[config.mk]
export PLATFORM = sky130hd
export DESIGN_NAME = weighted_pixel_blend_top
export DESIGN_NICKNAME = d
export VERILOG_FILES = /design/src/wpb_pkg.sv /design/src/wpb_front.sv /design/src/wpb_queue.sv /design/src/wpb_back.sv /design/src/weighted_pixel_blend_top.sv
export VERILOG_INCLUDE_DIRS = /design/src /design/src/src
export SDC_FILE = /design/constraint.sdc
export NUM_CORES = 2
export LEC_CHECK = 0
export BUFFER_PORTS_ARGS = -buffer_cell sky130_fd_sc_hd__buf_2
export CAP_MARGIN = 15
export CORE_MARGIN = 2
export CORE_UTILIZATION = 35
export DETAILED_ROUTE_END_ITERATION = 8
export GPL_ROUTABILITY_DRIVEN = 0
export PLACE_DENSITY = 0.56
export SLEW_MARGIN = 15
export SYNTH_ARGS = -nofsm -noshare
export SYNTH_HDL_FRONTEND = slang
export SYNTH_HIERARCHICAL = 1
export SYNTH_SLANG_ARGS = --single-unit
[constraint.sdc]
create_clock -name clk -period 5.7 [get_ports clk]
set_input_delay 0.855 -clock clk [delete_from_list [all_inputs] [get_ports clk]]
set_output_delay 0.855 -clock clk [all_outputs]
set_load 0.02 [all_outputs]
[src/weighted_pixel_blend_top_macros.svh]
// assertion macros shared by the blend modules
`ifndef WEIGHTED_PIXEL_BLEND_TOP_MACROS_SVH
`define WEIGHTED_PIXEL_BLEND_TOP_MACROS_SVH
`ifndef SYNTHESIS
// condition must hold in the same cycle
`define WPB_ASSERT_HOLDS(lbl, clk, rst, ante, cons) \
  lbl: assert property (@(posedge clk) disable iff (rst) (ante) |-> (cons)) \
    else $error("wpb check failed: same-cycle condition");
// condition must hold in the following cycle
`define WPB_ASSERT_NEXT(lbl, clk, rst, ante, cons) \
  lbl: assert property (@(posedge clk) disable iff (rst) (ante) |=> (cons)) \
    else $error("wpb check failed: next-cycle condition");
`else
`define WPB_ASSERT_HOLDS(lbl, clk, rst, ante, cons)
`define WPB_ASSERT_NEXT(lbl, clk, rst, ante, cons)
`endif
`endif

[src/wpb_pkg.sv]
`timescale 1ns / 1ps
`default_nettype none
package wpb_pkg;

  localparam int MAX_IMAGES       = 8;
  localparam int WEIGHT_FRAC_BITS = 16;
  localparam int QUEUE_DEPTH_DEF  = 2;

  localparam int COORD_W  = 13;
  localparam int CHAN_W   = 8;
  localparam int WEIGHT_W = WEIGHT_FRAC_BITS + 1;
  localparam int IMG_BITS = (MAX_IMAGES > 1) ? $clog2(MAX_IMAGES) : 1;
  localparam int CSUM_W   = CHAN_W + WEIGHT_W + IMG_BITS;
  localparam int WSUM_W   = WEIGHT_W + IMG_BITS;
  localparam int PROD_W   = CHAN_W + WEIGHT_W;

  // restoring divider: one saturation step plus one step per colour bit
  localparam int DIV_STEPS = CHAN_W + 1;
  localparam int STEP_W    = $clog2(DIV_STEPS);
  localparam int NUM_W     = CSUM_W + 2;

  localparam int IN_TDATA_W  = 104;
  localparam int OUT_TDATA_W = 32;
  localparam int CFG_ADDR_W  = 3;

  localparam logic [0:0] REG_IGNORE_WEIGHTS = 1'b0;

  localparam logic [CHAN_W-1:0]   ALPHA_THRESHOLD = 8'd127;
  localparam logic [CHAN_W-1:0]   CHANNEL_MAX     = 8'd255;
  localparam logic [WEIGHT_W-1:0] WEIGHT_ONE      = WEIGHT_W'(1) << WEIGHT_FRAC_BITS;

  typedef struct packed {
    logic signed [COORD_W-1:0] local_x;
    logic signed [COORD_W-1:0] local_y;
    logic [COORD_W-1:0]        src_width;
    logic [COORD_W-1:0]        src_height;
    logic [CHAN_W-1:0]         sample_blue;
    logic [CHAN_W-1:0]         sample_green;
    logic [CHAN_W-1:0]         sample_red;
    logic [CHAN_W-1:0]         sample_alpha;
    logic [WEIGHT_W-1:0]       weight;
    logic                      last_image;
  } item_t;

  typedef struct packed {
    logic [CSUM_W-1:0] blue;
    logic [CSUM_W-1:0] green;
    logic [CSUM_W-1:0] red;
    logic [WSUM_W-1:0] total;
  } sums_t;

  typedef struct packed {
    logic empty;
    logic full;
  } queue_stat_t;

  typedef enum logic [1:0] {
    BK_IDLE,
    BK_DIV,
    BK_DONE
  } back_state_t;

endpackage
`default_nettype wire

[src/wpb_front.sv]
`timescale 1ns / 1ps
`default_nettype none
module wpb_front (
  input  wire logic           clk,
  input  wire logic           rst,
  input  wire logic           ignore_weights,
  input  wire logic           in_valid,
  output logic                in_ready,
  input  wire wpb_pkg::item_t in_item,
  input  wire wpb_pkg::queue_stat_t q_stat,
  output logic                push,
  output wpb_pkg::sums_t      push_data
);
  import wpb_pkg::*;

  // classify stage
  logic                v1;
  logic [WEIGHT_W-1:0] k1;
  logic [CHAN_W-1:0]   b1, g1, r1;
  logic                last1;
  // product stage
  logic                v2;
  logic [WEIGHT_W-1:0] k2;
  logic [PROD_W-1:0]   pb2, pg2, pr2;
  logic                last2;
  // running sums
  logic [CSUM_W-1:0]   blue_sum, green_sum, red_sum;
  logic [WSUM_W-1:0]   weight_total;

  logic                in_image;
  logic [WEIGHT_W-1:0] k_sel;
  logic                fire2, en2, en1;
  logic [CSUM_W:0]     b_add, g_add, r_add;
  logic [WSUM_W:0]     w_add;
  sums_t               sums_new;

  always_comb begin
    in_image = !in_item.local_x[COORD_W-1] && !in_item.local_y[COORD_W-1]
            && ($unsigned(in_item.local_x) < in_item.src_width)
            && ($unsigned(in_item.local_y) < in_item.src_height);
    if (ignore_weights) begin
      k_sel = (in_item.sample_alpha > ALPHA_THRESHOLD) ? WEIGHT_ONE : '0;
    end else begin
      k_sel = in_item.weight;
    end
    if (!in_image) begin
      k_sel = '0;
    end
  end

  assign fire2    = v2 && (!last2 || !q_stat.full);
  assign en2      = !v2 || fire2;
  assign en1      = !v1 || en2;
  assign in_ready = en1;

  // saturating accumulate
  always_comb begin
    b_add = {1'b0, blue_sum} + (CSUM_W+1)'(pb2);
    g_add = {1'b0, green_sum} + (CSUM_W+1)'(pg2);
    r_add = {1'b0, red_sum} + (CSUM_W+1)'(pr2);
    w_add = {1'b0, weight_total} + (WSUM_W+1)'(k2);
    sums_new.blue  = b_add[CSUM_W] ? '1 : b_add[CSUM_W-1:0];
    sums_new.green = g_add[CSUM_W] ? '1 : g_add[CSUM_W-1:0];
    sums_new.red   = r_add[CSUM_W] ? '1 : r_add[CSUM_W-1:0];
    sums_new.total = w_add[WSUM_W] ? '1 : w_add[WSUM_W-1:0];
  end

  assign push      = fire2 && last2;
  assign push_data = sums_new;

  always_ff @(posedge clk) begin
    if (rst) begin
      v1 <= 1'b0;
      v2 <= 1'b0;
      blue_sum     <= '0;
      green_sum    <= '0;
      red_sum      <= '0;
      weight_total <= '0;
    end else begin
      if (en1) begin
        v1 <= in_valid;
      end
      if (en2) begin
        v2 <= v1;
      end
      if (fire2) begin
        if (last2) begin
          blue_sum     <= '0;
          green_sum    <= '0;
          red_sum      <= '0;
          weight_total <= '0;
        end else begin
          blue_sum     <= sums_new.blue;
          green_sum    <= sums_new.green;
          red_sum      <= sums_new.red;
          weight_total <= sums_new.total;
        end
      end
    end
  end

  always_ff @(posedge clk) begin
    if (en1 && in_valid) begin
      k1    <= k_sel;
      b1    <= in_item.sample_blue;
      g1    <= in_item.sample_green;
      r1    <= in_item.sample_red;
      last1 <= in_item.last_image;
    end
    if (en2 && v1) begin
      k2    <= k1;
      pb2   <= PROD_W'(k1) * PROD_W'(b1);
      pg2   <= PROD_W'(k1) * PROD_W'(g1);
      pr2   <= PROD_W'(k1) * PROD_W'(r1);
      last2 <= last1;
    end
  end

endmodule
`default_nettype wire

[src/wpb_queue.sv]
`timescale 1ns / 1ps
`default_nettype none
`include "weighted_pixel_blend_top_macros.svh"
module wpb_queue #(
  parameter int DEPTH = wpb_pkg::QUEUE_DEPTH_DEF
) (
  input  wire logic            clk,
  input  wire logic            rst,
  input  wire logic            push,
  input  wire wpb_pkg::sums_t  push_data,
  input  wire logic            pop,
  output wpb_pkg::sums_t       pop_data,
  output wpb_pkg::queue_stat_t stat
);
  import wpb_pkg::*;

  localparam int PTR_W = (DEPTH > 1) ? $clog2(DEPTH) : 1;
  localparam int CNT_W = $clog2(DEPTH + 1);

  sums_t            entries [DEPTH];
  logic [PTR_W-1:0] wr_ptr, rd_ptr;
  logic [CNT_W-1:0] count;

  assign stat.empty = (count == '0);
  assign stat.full  = (count == CNT_W'(DEPTH));
  assign pop_data   = entries[rd_ptr];

  always_ff @(posedge clk) begin
    if (push) begin
      entries[wr_ptr] <= push_data;
    end
  end

  always_ff @(posedge clk) begin
    if (rst) begin
      wr_ptr <= '0;
      rd_ptr <= '0;
      count  <= '0;
    end else begin
      if (push) begin
        wr_ptr <= (wr_ptr == PTR_W'(DEPTH - 1)) ? '0 : wr_ptr + PTR_W'(1);
      end
      if (pop) begin
        rd_ptr <= (rd_ptr == PTR_W'(DEPTH - 1)) ? '0 : rd_ptr + PTR_W'(1);
      end
      if (push && !pop) begin
        count <= count + CNT_W'(1);
      end else if (pop && !push) begin
        count <= count - CNT_W'(1);
      end
    end
  end

  `WPB_ASSERT_HOLDS(a_no_overflow, clk, rst, push, !stat.full)
  `WPB_ASSERT_HOLDS(a_no_underflow, clk, rst, pop, !stat.empty)
  `WPB_ASSERT_NEXT(a_count_up, clk, rst, push && !pop, count == $past(count) + CNT_W'(1))

endmodule
`default_nettype wire

[src/wpb_back.sv]
`timescale 1ns / 1ps
`default_nettype none
`include "weighted_pixel_blend_top_macros.svh"
module wpb_back (
  input  wire logic                    clk,
  input  wire logic                    rst,
  input  wire logic                    q_valid,
  output logic                         q_pop,
  input  wire wpb_pkg::sums_t          q_data,
  output logic                         out_valid,
  input  wire logic                    out_ready,
  output logic [wpb_pkg::CHAN_W-1:0]   out_blue,
  output logic [wpb_pkg::CHAN_W-1:0]   out_green,
  output logic [wpb_pkg::CHAN_W-1:0]   out_red,
  output logic [wpb_pkg::CHAN_W-1:0]   out_alpha,
  output logic                         out_covered
);
  import wpb_pkg::*;

  back_state_t       state, state_next;
  logic [STEP_W-1:0] cnt;
  logic [NUM_W-1:0]  rem [3];
  logic [CHAN_W:0]   quo [3];
  logic [NUM_W-1:0]  dsh;
  logic              covered;
  logic              out_load;
  logic [CSUM_W-1:0] chan_sum [3];
  logic [CHAN_W-1:0] chan_res [3];

  assign chan_sum[0] = q_data.blue;
  assign chan_sum[1] = q_data.green;
  assign chan_sum[2] = q_data.red;

  always_comb begin
    state_next = state;
    case (state)
      BK_IDLE: if (q_valid) state_next = BK_DIV;
      BK_DIV:  if (cnt == '0) state_next = BK_DONE;
      BK_DONE: if (!out_valid || out_ready) state_next = BK_IDLE;
      default: state_next = BK_IDLE;
    endcase
  end

  always_comb begin
    q_pop    = 1'b0;
    out_load = 1'b0;
    case (state)
      BK_IDLE: q_pop = q_valid;
      BK_DIV:  ;
      BK_DONE: out_load = !out_valid || out_ready;
      default: ;
    endcase
  end

  // top quotient bit set means the quotient reached 256
  always_comb begin
    for (int c = 0; c < 3; c++) begin
      chan_res[c] = quo[c][CHAN_W] ? CHANNEL_MAX : quo[c][CHAN_W-1:0];
      if (!covered) begin
        chan_res[c] = '0;
      end
    end
  end

  always_ff @(posedge clk) begin
    if (rst) begin
      state     <= BK_IDLE;
      out_valid <= 1'b0;
    end else begin
      state <= state_next;
      if (out_load) begin
        out_valid <= 1'b1;
      end else if (out_ready) begin
        out_valid <= 1'b0;
      end
    end
  end

  always_ff @(posedge clk) begin
    if (q_pop) begin
      for (int c = 0; c < 3; c++) begin
        rem[c] <= {1'b0, chan_sum[c], 1'b0} + NUM_W'(q_data.total);
        quo[c] <= '0;
      end
      dsh     <= NUM_W'({q_data.total, 1'b0}) << CHAN_W;
      cnt     <= STEP_W'(DIV_STEPS - 1);
      covered <= (q_data.total != '0);
    end else if (state == BK_DIV) begin
      for (int c = 0; c < 3; c++) begin
        if (rem[c] >= dsh) begin
          rem[c] <= rem[c] - dsh;
          quo[c] <= {quo[c][CHAN_W-1:0], 1'b1};
        end else begin
          quo[c] <= {quo[c][CHAN_W-1:0], 1'b0};
        end
      end
      dsh <= dsh >> 1;
      cnt <= cnt - STEP_W'(1);
    end
    if (out_load) begin
      out_blue    <= chan_res[0];
      out_green   <= chan_res[1];
      out_red     <= chan_res[2];
      out_alpha   <= covered ? CHANNEL_MAX : '0;
      out_covered <= covered;
    end
  end

  `WPB_ASSERT_HOLDS(a_pop_idle, clk, rst, q_pop, state == BK_IDLE)
  `WPB_ASSERT_HOLDS(a_step_range, clk, rst, state == BK_DIV, cnt < STEP_W'(DIV_STEPS))
  `WPB_ASSERT_NEXT(a_out_load, clk, rst, out_load, out_valid)
  `WPB_ASSERT_HOLDS(a_cover_alpha, clk, rst, out_valid, out_covered == (out_alpha == CHANNEL_MAX))

endmodule
`default_nettype wire

[src/weighted_pixel_blend_top.sv]
`timescale 1ns / 1ps
`default_nettype none
// channel   dir  transaction
// s_axis    in   one source-image sample for the current output pixel, tlast = last image
// m_axis    out  one blended pixel, tuser = covered
// apb       in   register writes and reads, one register (ignore_weights)
//
// cycles: a sample is taken every cycle unless the front stalls; it passes a classify
//   stage and a product stage before it reaches the running sums
// the last sample of a pixel hands the sums to a small queue; the divider behind it
//   takes one pixel at a time: pop, 9 restoring steps, output load
// reset: synchronous, clears sums, queue, divider state, output valid and the register
// stalls: the front stalls only when a last sample meets a full queue; the output
//   register lets the divider finish while the sink holds off
module weighted_pixel_blend_top #(
  parameter int QUEUE_DEPTH = wpb_pkg::QUEUE_DEPTH_DEF
) (
  input  wire logic                            clk,
  input  wire logic                            rst,
  // local_x[12:0], local_y[25:13], src_width[38:26], src_height[51:39],
  // sample_blue[59:52], sample_green[67:60], sample_red[75:68],
  // sample_alpha[83:76], weight[100:84], zero fill[103:101]
  input  wire logic [wpb_pkg::IN_TDATA_W-1:0]  s_axis_tdata,
  input  wire logic                            s_axis_tvalid,
  output logic                                 s_axis_tready,
  input  wire logic                            s_axis_tlast,
  // out_blue[7:0], out_green[15:8], out_red[23:16], out_alpha[31:24]
  output logic [wpb_pkg::OUT_TDATA_W-1:0]      m_axis_tdata,
  output logic                                 m_axis_tvalid,
  input  wire logic                            m_axis_tready,
  // covered[0]
  output logic                                 m_axis_tuser,
  input  wire logic                            psel,
  input  wire logic                            penable,
  input  wire logic                            pwrite,
  input  wire logic [wpb_pkg::CFG_ADDR_W-1:0]  paddr,
  input  wire logic [31:0]                     pwdata,
  output logic [31:0]                          prdata,
  output logic                                 pready
);
  import wpb_pkg::*;

  logic               ignore_weights;
  item_t              item;
  logic               push, pop;
  sums_t              push_data, pop_data;
  queue_stat_t        q_stat;
  logic [CHAN_W-1:0]  out_blue, out_green, out_red, out_alpha;
  logic               out_covered;

  // unpack the input transaction
  assign item.local_x      = s_axis_tdata[12:0];
  assign item.local_y      = s_axis_tdata[25:13];
  assign item.src_width    = s_axis_tdata[38:26];
  assign item.src_height   = s_axis_tdata[51:39];
  assign item.sample_blue  = s_axis_tdata[59:52];
  assign item.sample_green = s_axis_tdata[67:60];
  assign item.sample_red   = s_axis_tdata[75:68];
  assign item.sample_alpha = s_axis_tdata[83:76];
  assign item.weight       = s_axis_tdata[100:84];
  assign item.last_image   = s_axis_tlast;

  // register port: always ready, word index sits above the byte bits
  assign pready = 1'b1;

  always_ff @(posedge clk) begin
    if (rst) begin
      ignore_weights <= 1'b0;
    end else if (psel && penable && pwrite
                 && paddr[CFG_ADDR_W-1:2] == REG_IGNORE_WEIGHTS) begin
      ignore_weights <= pwdata[0];
    end
  end

  always_comb begin
    prdata = '0;
    if (paddr[CFG_ADDR_W-1:2] == REG_IGNORE_WEIGHTS) begin
      prdata = {31'b0, ignore_weights};
    end
  end

  // front: classify, weight products, saturating sums
  wpb_front u_front (
    .clk            (clk),
    .rst            (rst),
    .ignore_weights (ignore_weights),
    .in_valid       (s_axis_tvalid),
    .in_ready       (s_axis_tready),
    .in_item        (item),
    .q_stat         (q_stat),
    .push           (push),
    .push_data      (push_data)
  );

  // finished pixel sums waiting for the divider
  wpb_queue #(
    .DEPTH (QUEUE_DEPTH)
  ) u_queue (
    .clk       (clk),
    .rst       (rst),
    .push      (push),
    .push_data (push_data),
    .pop       (pop),
    .pop_data  (pop_data),
    .stat      (q_stat)
  );

  // back: rounding divide, saturation and output register
  wpb_back u_back (
    .clk         (clk),
    .rst         (rst),
    .q_valid     (!q_stat.empty),
    .q_pop       (pop),
    .q_data      (pop_data),
    .out_valid   (m_axis_tvalid),
    .out_ready   (m_axis_tready),
    .out_blue    (out_blue),
    .out_green   (out_green),
    .out_red     (out_red),
    .out_alpha   (out_alpha),
    .out_covered (out_covered)
  );

  assign m_axis_tdata = {out_alpha, out_red, out_green, out_blue};
  assign m_axis_tuser = out_covered;

endmodule
`default_nettype wire

==> qor.yml <==
status: "finished, final reports clean"
crit_required_ns: 6.10
path_clk_slew_ns: 0.06
drc: 0
finalClockSkew_ns: 0.02912
initial_core_util_pct: 35.33
fin_cells: 6899
synth-edff-count: 505
final_net_count: 5784
async_reset_ff_share_pct: 0
fmax_ghz: 0.1846
cts_buffers: 74
die_w_um: 379.6
grt_pass1_vias: 34370
rsz0062_at_grt: "false"
clockBufferDepth: 3
io_pins: 215
start_kind: "register"
die_y_um: 379.6
maxCapViolCount: 0
avgSynthCellArea_um2: 10.24
ctsHoldBuffers: 0
nFillCells: 13790
root_buffer: "clkbuf_16"
fin_crit_ns: 5.416
vias_per_cell: 5.029
htreeDepth: 3
dr.pass1.iters: 5
antenna_left: 0
antenna_found_initial: 1
yosys_warnings: 6
wl_per_cell_um: 17.59
finalSetupTns_ns: 0
grt_first_pass_wirelength_um: 193800
vias: 34700
dp_slack_ns: 0.2553
hold_ws_ns: 0.3709
yosysSeqAreaShare_pct: 35.95
timing.final.ws_setup_ns: 0.2839
grt_use_total_pct: 16.72
path_class: "register to register"
drive_gt1_share_pct: 10.47
syn-cell-area_mm2: 0.04936
syn_inst: 4821
io_buffers: 139
setup_viol: 0
arrival_ns: 5.81
tightest_slew_ns: 1.038
ys_ff_latch: 634
dpl.cell_count: 6739
cts_tree: "done"
hpwl_um: 92240
crit_path_end_kind: "register"
path_max_fanout: 10
core_mm2: 0.1397
rows: 137
finalMaxSlewViolations: 0
ir_drop_mv: 0.4380
grt_max_degree: 105
power_per_cell_area_mw_per_mm2: 504.4
leakagePower_nw: 23.33
clock_latency_ns: 0.66
wirelength_um: 121400
drt_iter0_markers: 2384
ys.flop_type: "edfxtp_1"
area_growth_pct: 10.85
yosysUniqueCellTypes: 89
cts_sinks: 634
grt_overflow: 0
hold_viol_final: 0
max_slew_margin_pct: 30.77
dieArea_mm2: 0.1441
period_share_pct: 95.02
hold_path_class: "input port to register"
flip-flops by register name, indices dropped and copies added (netlist names), 17 cells and up, named ones only:
signal and flops:
u_back/dsh 29, u_back/quo 27, u_back/rem 90, u_front/blue_sum 28
u_front/green_sum 28, u_front/k1 17, u_front/k2 17, u_front/pb2 25
u_front/pg2 25, u_front/pr2 25, u_front/red_sum 28, u_front/weight_total 20
u_queue/entries 208
worst max-delay path, stage by stage, from the launching register on:
cell and delay (ns):
edfxtp_1 0.54, buf_4 0.23, and2_1 0.17, fa_1 0.51, fa_1 0.48, fa_1 0.52
inv_1 0.05, fa_1 0.47, inv_1 0.04, ha_1 0.31, a211oi_1 0.37, nand2_1 0.16
a2111oi_0 0.43, buf_4 0.19, o31ai_1 0.06, a21o_1 0.21, a21o_1 0.18, a21oi_1 0.16
xnor2_1 0.09
synth_stat cells (49+ instances only):
cell type | instances | area (um2)
xor2_1 | 109 | 954.7
mux2_4 | 60 | 900.9
nor2_1 | 202 | 758.2
nand2b_1 | 55 | 344.1
clkbuf_1 | 121 | 454.2
nor3_1 | 61 | 305.3
a22o_1 | 66 | 578.1
fa_1 | 280 | 5605
nor2b_1 | 49 | 306.5
buf_4 | 51 | 382.9
inv_1 | 446 | 1674
a21o_1 | 124 | 930.9
nand3_1 | 64 | 320.3
a21oi_1 | 284 | 1421
nand2_1 | 361 | 1355
edfxtp_1 | 505 | 15160
dfxtp_1 | 129 | 2582
and2_1 | 410 | 2565
o21a_1 | 78 | 585.6
o21ai_0 | 203 | 1016
xnor2_1 | 162 | 1419
ha_1 | 397 | 4967
routing by layer:
layer	GRT usage (%)	part of all wire, %	vias to the layer above
li1	-	-	17160
met5	0	0	-
met4	4.663	2.9	0
met2	27.13	46	647
met3	2.094	3.4	169
met1	23.39	48	16720
worst paths after layout:
check	startpoint	endpoint	slack, ns	cells past startpoint
hold / removal	s_axis_tdata[59]	u_front/b1[7]	0.37	1
setup / recovery	u_front/g1[2]	u_front/pg2[21]	0.28	18
setup reg to reg	u_front/g1[2]	u_front/pg2[21]	0.28	18
hold reg to reg	u_front/last1	u_front/last2	0.43	0
cells in the final DEF, fill, tap and decap left out, types with 60 or more instances in the layout:
| cell type | netlist | routed |
|---|---|---|
| o21ai_0 | 203 | 203 |
| dfxtp_1 | 129 | 128 |
| xnor2_1 | 162 | 162 |
| inv_1 | 446 | 446 |
| xor2_1 | 109 | 109 |
| mux2_4 | 60 | 60 |
| nor2_1 | 202 | 200 |
| buf_2 | 11 | 139 |
| and2_1 | 410 | 407 |
| nor3_1 | 61 | 61 |
| buf_4 | 51 | 83 |
| o21a_1 | 78 | 78 |
| a21oi_1 | 284 | 284 |
| nand3_1 | 64 | 64 |
| a21o_1 | 124 | 124 |
| ha_1 | 397 | 397 |
| edfxtp_1 | 505 | 505 |
| clkbuf_16 | 0 | 76 |
| nand2_1 | 361 | 361 |
| a22o_1 | 66 | 66 |
| fa_1 | 280 | 280 |
kinds of logic (layout without fill, tap and decap cells):
| group | count (synthesis) | in the layout | share of synthesized area [%] |
|---|---|---|---|
| and+or+nand+nor | 1371 | 1371 | 14.41 |
| AOI/OAI and AO/OA | 1102 | 1102 | 14.72 |
| adders and majority gates | 677 | 677 | 21.42 |
| buffers and inverters | 643 | 814 | 5.495 |
| DFF | 634 | 634 | 35.95 |
| xor gates and xnor gates | 271 | 271 | 4.808 |
| muxes | 121 | 121 | 3.181 |
| other | 2 | 33 | 0.01521 |
power by group:
group | internal (mW) | leakage (nW) | switching (mW)
Clock | 2.75 | 1.18 | 1.99
Sequential | 6.84 | 5.79 | 0.435
Combinational | 6.23 | 16.3 | 9.36
area by class of cell:
cell class                      count  area, um2  area share [%]
Antenna cell                        1      2.502        0.004573
Clock buffer                      101       2066           3.775
Clock inverter                     37      350.3          0.6402
Inverter                          447       1678           3.066
Multi-Input combinational cell   3574      29070           53.12
Sequential cell                   634      17750           32.44
Tap cell                         1876       2347           4.290
Timing Repair Buffer              229       1459           2.666
repair_timing:
action,4_1_cts,5_1_grt
resized for setup,0,0
endpoints found under the setup margin,0,5
buffers inserted,0,21
through the flow:
stage	utilization (%)	total power, mW	cell area, um2
after detailed placement	37.30	22.80	52110
after global routing	39.17	29.92	54720
after floorplan	-	19.11	49480
after CTS	39.03	27.74	54530
after global placement	37.30	22.62	52110
final	39.17	27.60	54720
Note: power is estimated with default switching activity, not from simulation.
